==> src/design/b2da_pkg.sv <==
// shared constants and helpers for the binary to decimal ascii converter
package b2da_pkg;

	localparam int VALUE_WIDTH_DEF = 32;
	localparam int MAX_DIGITS_DEF  = 10;
	localparam int CHAR_W          = 6;
	localparam int DIGIT_W         = 4;

	localparam logic [CHAR_W-1:0]  ASCII_ZERO = 6'd48;
	localparam logic [DIGIT_W-1:0] BCD_ADJ_MIN = 4'd5;
	localparam logic [DIGIT_W-1:0] BCD_ADJ     = 4'd3;

	typedef logic [DIGIT_W-1:0] digit_t;
	typedef logic [CHAR_W-1:0]  char_t;

	// decimal digits needed for the largest value of a given bit width
	function automatic int num_digits(input int width);
		return ((width * 1233) >> 12) + 1;
	endfunction

	// ascii code of one decimal digit
	function automatic char_t to_char(input digit_t d);
		return ASCII_ZERO + {{(CHAR_W-DIGIT_W){1'b0}}, d};
	endfunction

endpackage

==> src/design/b2da_dabble_stage.sv <==
// one shift-add-3 pipeline stage, converts one binary bit into the bcd word
module b2da_dabble_stage #(
	parameter int VALUE_WIDTH = b2da_pkg::VALUE_WIDTH_DEF,
	parameter int NDIG        = b2da_pkg::num_digits(b2da_pkg::VALUE_WIDTH_DEF)
) (
	input  logic                                clk,
	input  logic                                arst_n,
	input  logic                                adv,
	input  logic                                in_vld,
	input  logic [NDIG*b2da_pkg::DIGIT_W-1:0]   in_bcd,
	input  logic [VALUE_WIDTH-1:0]              in_bits,
	output logic                                out_vld,
	output logic [NDIG*b2da_pkg::DIGIT_W-1:0]   out_bcd,
	output logic [VALUE_WIDTH-1:0]              out_bits
);

	localparam int BW = NDIG * b2da_pkg::DIGIT_W;

	logic [BW-1:0]          adj;
	logic [BW-1:0]          bcd_s1;
	logic [VALUE_WIDTH-1:0] bits_s1;
	logic                   vld_s1;

	// add 3 to every digit of five or more
	always_comb begin
		for (int i = 0; i < NDIG; i++) begin
			if (in_bcd[i*b2da_pkg::DIGIT_W +: b2da_pkg::DIGIT_W] >= b2da_pkg::BCD_ADJ_MIN) begin
				adj[i*b2da_pkg::DIGIT_W +: b2da_pkg::DIGIT_W] =
					in_bcd[i*b2da_pkg::DIGIT_W +: b2da_pkg::DIGIT_W] + b2da_pkg::BCD_ADJ;
			end else begin
				adj[i*b2da_pkg::DIGIT_W +: b2da_pkg::DIGIT_W] =
					in_bcd[i*b2da_pkg::DIGIT_W +: b2da_pkg::DIGIT_W];
			end
		end
	end

	always_ff @(posedge clk or negedge arst_n) begin
		if (!arst_n) begin
			vld_s1 <= 1'b0;
		end else if (adv) begin
			vld_s1 <= in_vld;
		end
	end

	// shift in the next binary bit, msb first
	always_ff @(posedge clk) begin
		if (adv) begin
			bcd_s1  <= {adj[BW-2:0], in_bits[VALUE_WIDTH-1]};
			bits_s1 <= {in_bits[VALUE_WIDTH-2:0], 1'b0};
		end
	end

	assign out_vld  = vld_s1;
	assign out_bcd  = bcd_s1;
	assign out_bits = bits_s1;

endmodule

==> src/design/b2da_count.sv <==
// digit count stage, finds how many digits a transaction will emit
module b2da_count #(
	parameter int MAX_DIGITS = b2da_pkg::MAX_DIGITS_DEF,
	parameter int NDIG       = b2da_pkg::num_digits(b2da_pkg::VALUE_WIDTH_DEF)
) (
	input  logic                                     clk,
	input  logic                                     arst_n,
	input  logic                                     adv,
	input  logic                                     in_vld,
	input  logic [NDIG*b2da_pkg::DIGIT_W-1:0]        in_bcd,
	output logic                                     out_vld,
	output logic [MAX_DIGITS*b2da_pkg::DIGIT_W-1:0]  out_dig,
	output logic [$clog2(MAX_DIGITS+1)-1:0]          out_emit
);

	localparam int CW = $clog2(MAX_DIGITS + 1);
	localparam int DW = b2da_pkg::DIGIT_W;

	logic [CW-1:0]            emit;
	logic [MAX_DIGITS*DW-1:0] win;
	logic                     vld_s1;
	logic [CW-1:0]            emit_s1;
	logic [MAX_DIGITS*DW-1:0] dig_s1;

	// highest nonzero digit sets the count, zero still gives one digit
	always_comb begin
		emit = CW'(1);
		for (int i = 0; i < NDIG; i++) begin
			if (|in_bcd[i*DW +: DW]) begin
				emit = CW'((i + 1 >= MAX_DIGITS) ? MAX_DIGITS : i + 1);
			end
		end
	end

	// low digits that fit the output window
	always_comb begin
		for (int j = 0; j < MAX_DIGITS; j++) begin
			if (j < NDIG) begin
				win[j*DW +: DW] = in_bcd[j*DW +: DW];
			end else begin
				win[j*DW +: DW] = '0;
			end
		end
	end

	always_ff @(posedge clk or negedge arst_n) begin
		if (!arst_n) begin
			vld_s1 <= 1'b0;
		end else if (adv) begin
			vld_s1 <= in_vld;
		end
	end

	always_ff @(posedge clk) begin
		if (adv) begin
			emit_s1 <= emit;
			dig_s1  <= win;
		end
	end

	assign out_vld  = vld_s1;
	assign out_emit = emit_s1;
	assign out_dig  = dig_s1;

endmodule

==> src/design/b2da_emit.sv <==
// output serializer, sends the digits of one transaction most significant first
module b2da_emit #(
	parameter int MAX_DIGITS = b2da_pkg::MAX_DIGITS_DEF
) (
	input  logic                                     clk,
	input  logic                                     arst_n,
	input  logic                                     in_vld,
	input  logic [MAX_DIGITS*b2da_pkg::DIGIT_W-1:0]  in_dig,
	input  logic [$clog2(MAX_DIGITS+1)-1:0]          in_emit,
	output logic                                     adv,
	output logic                                     out_valid,
	input  logic                                     out_stall,
	output b2da_pkg::char_t                          digit_char,
	output logic                                     last_digit
);

	localparam int CW = $clog2(MAX_DIGITS + 1);
	localparam int IW = $clog2(MAX_DIGITS);
	localparam int DW = b2da_pkg::DIGIT_W;

	logic [MAX_DIGITS*DW-1:0] dig_q;
	logic [IW-1:0]            idx_q;
	logic                     vld_q;
	b2da_pkg::char_t          char_q;
	logic                     last_q;
	logic [IW-1:0]            ld_idx;
	logic [IW-1:0]            nxt_idx;
	logic                     load;
	logic                     step;

	assign adv     = !vld_q || (!out_stall && last_q);
	assign load    = adv && in_vld;
	assign step    = vld_q && !out_stall && !last_q;
	assign ld_idx  = IW'(in_emit - CW'(1));
	assign nxt_idx = idx_q - IW'(1);

	always_ff @(posedge clk or negedge arst_n) begin
		if (!arst_n) begin
			vld_q <= 1'b0;
		end else if (load) begin
			vld_q <= 1'b1;
		end else if (adv) begin
			vld_q <= 1'b0;
		end
	end

	always_ff @(posedge clk) begin
		if (load) begin
			dig_q  <= in_dig;
			idx_q  <= ld_idx;
			char_q <= b2da_pkg::to_char(in_dig[ld_idx*DW +: DW]);
			last_q <= (in_emit == CW'(1));
		end else if (step) begin
			idx_q  <= nxt_idx;
			char_q <= b2da_pkg::to_char(dig_q[nxt_idx*DW +: DW]);
			last_q <= (idx_q == IW'(1));
		end
	end

	assign out_valid  = vld_q;
	assign digit_char = char_q;
	assign last_digit = last_q;

endmodule

==> src/design/binary_to_decimal_ascii.sv <==
// top level of the binary to decimal ascii converter
//
//  channel | signals                            | role
//  --------+------------------------------------+--------------------------------------
//  input   | in_valid, in_stall, value          | one binary value per transaction
//  output  | out_valid, out_stall, digit_char,  | one ascii digit per transaction,
//          | last_digit                         | msb first, last_digit on the final one
//
//  a value passes one shift-add-3 stage per bit, then the digit count stage,
//  then the serializer register, before it reaches the output
//  the serializer then sends one digit per cycle while out_stall is low, and holds
//  a value for its digit count of 1 to MAX_DIGITS digits; this sets the sustained rate
//  arst_n clears every valid bit at once, payload registers keep garbage
//  the whole pipeline holds while the serializer has a digit that is not yet
//  the last one taken; an empty serializer never holds it, whatever out_stall does
module binary_to_decimal_ascii #(
	parameter int VALUE_WIDTH = b2da_pkg::VALUE_WIDTH_DEF,
	parameter int MAX_DIGITS  = b2da_pkg::MAX_DIGITS_DEF
) (
	input  logic                   clk,
	input  logic                   arst_n,
	input  logic                   in_valid,
	output logic                   in_stall,
	input  logic [VALUE_WIDTH-1:0] value,
	output logic                   out_valid,
	input  logic                   out_stall,
	output b2da_pkg::char_t        digit_char,
	output logic                   last_digit
);

	// decimal digits of the widest value
	localparam int NDIG = b2da_pkg::num_digits(VALUE_WIDTH);
	localparam int BW   = NDIG * b2da_pkg::DIGIT_W;
	localparam int CW   = $clog2(MAX_DIGITS + 1);

	// global advance, every stage moves together
	logic adv;

	// stage chain, entry 0 is the input port
	logic                   chain_vld  [VALUE_WIDTH+1];
	logic [BW-1:0]          chain_bcd  [VALUE_WIDTH+1];
	logic [VALUE_WIDTH-1:0] chain_bits [VALUE_WIDTH+1];

	logic                                     cnt_vld;
	logic [MAX_DIGITS*b2da_pkg::DIGIT_W-1:0]  cnt_dig;
	logic [CW-1:0]                            cnt_emit;

	assign chain_vld[0]  = in_valid;
	assign chain_bcd[0]  = '0;
	assign chain_bits[0] = value;

	// nothing is taken while the pipeline is held
	assign in_stall = !adv;

	// double dabble, one binary bit per stage
	for (genvar k = 0; k < VALUE_WIDTH; k++) begin : g_stage
		b2da_dabble_stage #(
			.VALUE_WIDTH(VALUE_WIDTH),
			.NDIG       (NDIG)
		) u_stage (
			.clk     (clk),
			.arst_n  (arst_n),
			.adv     (adv),
			.in_vld  (chain_vld[k]),
			.in_bcd  (chain_bcd[k]),
			.in_bits (chain_bits[k]),
			.out_vld (chain_vld[k+1]),
			.out_bcd (chain_bcd[k+1]),
			.out_bits(chain_bits[k+1])
		);
	end

	// count of significant digits, clipped to the output window
	b2da_count #(
		.MAX_DIGITS(MAX_DIGITS),
		.NDIG      (NDIG)
	) u_count (
		.clk     (clk),
		.arst_n  (arst_n),
		.adv     (adv),
		.in_vld  (chain_vld[VALUE_WIDTH]),
		.in_bcd  (chain_bcd[VALUE_WIDTH]),
		.out_vld (cnt_vld),
		.out_dig (cnt_dig),
		.out_emit(cnt_emit)
	);

	// serializer also decides when the pipeline may move
	b2da_emit #(
		.MAX_DIGITS(MAX_DIGITS)
	) u_emit (
		.clk       (clk),
		.arst_n    (arst_n),
		.in_vld    (cnt_vld),
		.in_dig    (cnt_dig),
		.in_emit   (cnt_emit),
		.adv       (adv),
		.out_valid (out_valid),
		.out_stall (out_stall),
		.digit_char(digit_char),
		.last_digit(last_digit)
	);

endmodule

==> config.mk <==
export PLATFORM = sky130hd
export DESIGN_NAME = binary_to_decimal_ascii
export DESIGN_NICKNAME = d
export VERILOG_FILES = /design/src/design/b2da_pkg.sv /design/src/design/b2da_dabble_stage.sv /design/src/design/b2da_count.sv /design/src/design/b2da_emit.sv /design/src/design/binary_to_decimal_ascii.sv
export SDC_FILE = /design/constraint.sdc
export NUM_CORES = 2
export LEC_CHECK = 0
export ABC_CLOCK_PERIOD_IN_PS = 81800
export CORE_MARGIN = 1.5
export CORE_UTILIZATION = 45
export CTS_CLUSTER_SIZE = 16
export DETAILED_ROUTE_END_ITERATION = 12
export DONT_BUFFER_PORTS = 1
export GPL_ROUTABILITY_DRIVEN = 0
export GPL_TIMING_DRIVEN = 0
export SYNTH_ARGS = -nofsm -noshare
export SYNTH_HDL_FRONTEND = slang
export SYNTH_SLANG_ARGS = --single-unit
==> constraint.sdc <==
create_clock -name clk -period 81.8 [get_ports clk]
set_input_delay 12.27 -clock clk [delete_from_list [all_inputs] [get_ports clk]]
set_output_delay 12.27 -clock clk [all_outputs]
set_load 0.005 [all_outputs]
==> results.toml <==
[finish]
n_fill_cell = 10100
multi_input_area_um2 = 15200
diodes = 0
final_cells = 5867
nNetsFinal = 4485
post-route-util = 0.513
final-seq-area_um2 = 39000
drive_above_1_share = 0.0561
area_growth_pct = 12.9

[cts]
clkLatencyLatePin_ns = 0.75
htreeDepth = 4
numCtsBuffers = 142
clk_pin_slew_ns = 0.06
cts_root_buf = "clkbuf_16"
cts.sinks = 1303
cts_hold_buf = 0
cts_tree = "built"
cts_buffer_depth = 3
cts_setup_buffers = 0
cts_resized = 0

[route]
ant_nets = 0
drtPass1Iterations = 5
viasPerCell = 4.78
route.vias.total = 28000
wl_mm = 67.1
drc = 0
initialDrtViolationCount = 1365
wl_per_cell_um = 11.4

[global_routing]
grt_pass1_wl_mm = 119
grt.overflow.total = 0
grt_pass1_vias = 27600
grt_max_degree = 74
antenna_found_initial = 0
track_usage = 0.111

[pwr]
power_density_nw_per_um2 = 46.4
power_leakage_nw = 24.7
ir_drop_v = 0.0000335

[critical_path]
cp-start-kind = "primary input"
r2r_cells = 9
worstReg2RegStart = "u_emit.last_digit"
cp_max_fo = 10
critical_path_class = "in -> out"
worst_setup_path_startpoint = "out_stall"
endpoint = "in_stall"
end_kind = "primary output"
crit-reg2reg-capture = "g_stage[1].u_stage.out_bits[29]"
critPathRequiredTime_ns = 69.53
r2r_slack_ns = 77.59
arrival_ns = 13.20

[synth]
yosys-top-cells-area = "edfxtp_1 69%, ha_1 7.2%, nand2_1 4.7%"
async_flop_share = 0.0261
synth-edff-count = 1269
syn_inst = 3966
yosys.area_share.simple = 0.0936
synth-main-ff-cell = "edfxtp_1"
synth_xor_area_frac = 0.0254
synth.most_common_cell = "edfxtp_1"
synth-adder-area-share = 0.0718
avgSynthCellArea_um2 = 14.0
syn_area_um2 = 55400
yosys_register_bits = 1303
synth_top_family_by_area = "simple AND/OR/NAND/NOR gates"
synth_area_leader_cell = "edfxtp_1"
synth_compound_area_frac = 0.0465
synthMuxAreaShare = 0.0369
ys_warn_count = 0
yosysSeqAreaShare = 0.703
synth_common_cells = "1269 x edfxtp_1, 688 x nand2_1, 318 x ha_1, 318 x inv_1, 290 x nand2b_1"
synth_cell_type_count = 41
synth_top_cell_area_share = 0.687

[run]
cap_viol_max_count = 0

[worst_hold_path]
holdCritPathClass = "reg -> reg"

[timing]
setup_tns_ns = 0
finalSetupViolations = 0
finalHoldViolations = 0
slew_headroom = 0.379
worstMarginPinSlew_ns = 0.932
period_share = 0.311
skew_ns = 0.0181
fin_crit_ns = 25.47
drv_slew = 0
fmax_mhz = 39.3
rsz0062_at_grt = "no"

[placed_design]
io_buffers = 0
place_hpwl_mm = 41.9
numPlacedInstances = 5612

[status]
outcome = "finished clean"

[die]
fp.dieW_um = 354
num_io_pins = 45
die-area_um2 = 125000
core.rowCount = 128
core_um2 = 122000
start_util = 0.454
dieHeight_um = 354
## registers in the layout (all words and copies together), names as in the netlist
signal                    count
g_stage.u_stage.out_bcd     680
g_stage.u_stage.out_bits    496
u_count.out_dig              40
u_emit.dig_q                 40
g_stage.u_stage.out_vld      32
u_count.out_emit              4
u_emit.digit_char             4
u_emit.idx_q                  4
u_count.out_vld               1
u_emit.last_digit             1
u_emit.out_valid              1
## area by class of cell
cell class | instances | share of cell area
sequential | 1303 | 0.623
multi-input combinational | 2329 | 0.243
clock buffer | 176 | 0.0597
tap | 1625 | 0.0325
inverter | 323 | 0.0194
clock inverter | 79 | 0.0130
timing repair buffer | 20 | 0.00868
buffer | 12 | 0.000940
## power by group
| part | total (W) | switching (W) | internal, W |
|---|---|---|---|
| Combinational | 0.000806 | 0.000458 | 0.000348 |
| Clock | 0.000617 | 0.000258 | 0.000359 |
| Sequential | 0.00148 | 0.000184 | 0.00129 |
## cells by family after synthesis
kind of cell,count (synthesis)
compound gates,503
xor+xnor,158
fa+ha+maj,318
buf+inv,335
flops,1303
mux,178
other cells,1
simple gates,1170
## cells in the final DEF, fill, tap and decap left out, types with 8 or more instances in the layout
cell / instances
ha_1: 318
edfxtp_1: 1269
clkbuf_1: 38
nand2_1: 688
clkinv_1: 29
o21ai_1: 149
mux4_1: 14
a21oi_1: 173
nor2_1: 163
dfrtp_1: 34
nand2b_1: 290
clkinv_2: 23
clkbuf_16: 144
mux2i_1: 153
bufinv_16: 10
xnor2_1: 156
mux2_2: 8
o21ai_0: 158
buf_16: 19
inv_1: 318
## routing by layer
metal	vias up	GRT usage	part of all wire
li1	14300	-	-
met1	13300	0.117	0.41
met2	241	0.208	0.53
met3	167	0.0271	0.036
met4	0	0.0510	0.032
met5	-	0	0
## worst min path at each step
stage / from / endpoint / slack (ns) / cells after the start
floorplan: g_stage[9].u_stage.out_bits[31] / g_stage[10].u_stage.out_bcd[0] / 0.40 / 0
global placement: g_stage[4].u_stage.out_bits[15] / g_stage[5].u_stage.out_bits[16] / 0.40 / 0
detailed placement: g_stage[9].u_stage.out_bits[30] / g_stage[10].u_stage.out_bits[31] / 0.40 / 0
CTS: g_stage[5].u_stage.out_bits[7] / g_stage[6].u_stage.out_bits[8] / 0.40 / 0
global route: g_stage[2].u_stage.out_bits[13] / g_stage[3].u_stage.out_bits[14] / 0.42 / 0
finish: g_stage[5].u_stage.out_bits[7] / g_stage[6].u_stage.out_bits[8] / 0.41 / 0
## critical path: stages
cell	delay, ns
o21ai_1	0.48
inv_2	0.17
clkbuf_1	0.28
## metrics by stage
stage	hold slack, ns	setup WS (ns)	power [W]	cell area [um2]
finish	0.407	56.33	0.00290	62600
CTS	0.403	56.33	0.00296	62600
detailed placement	0.405	56.34	0.00232	58000
global route	0.418	56.15	0.00314	62600
floorplan	0.400	34.09	0.00254	55400
global placement	0.400	19.89	0.00288	57500
(Power assumes the default switching activity.)
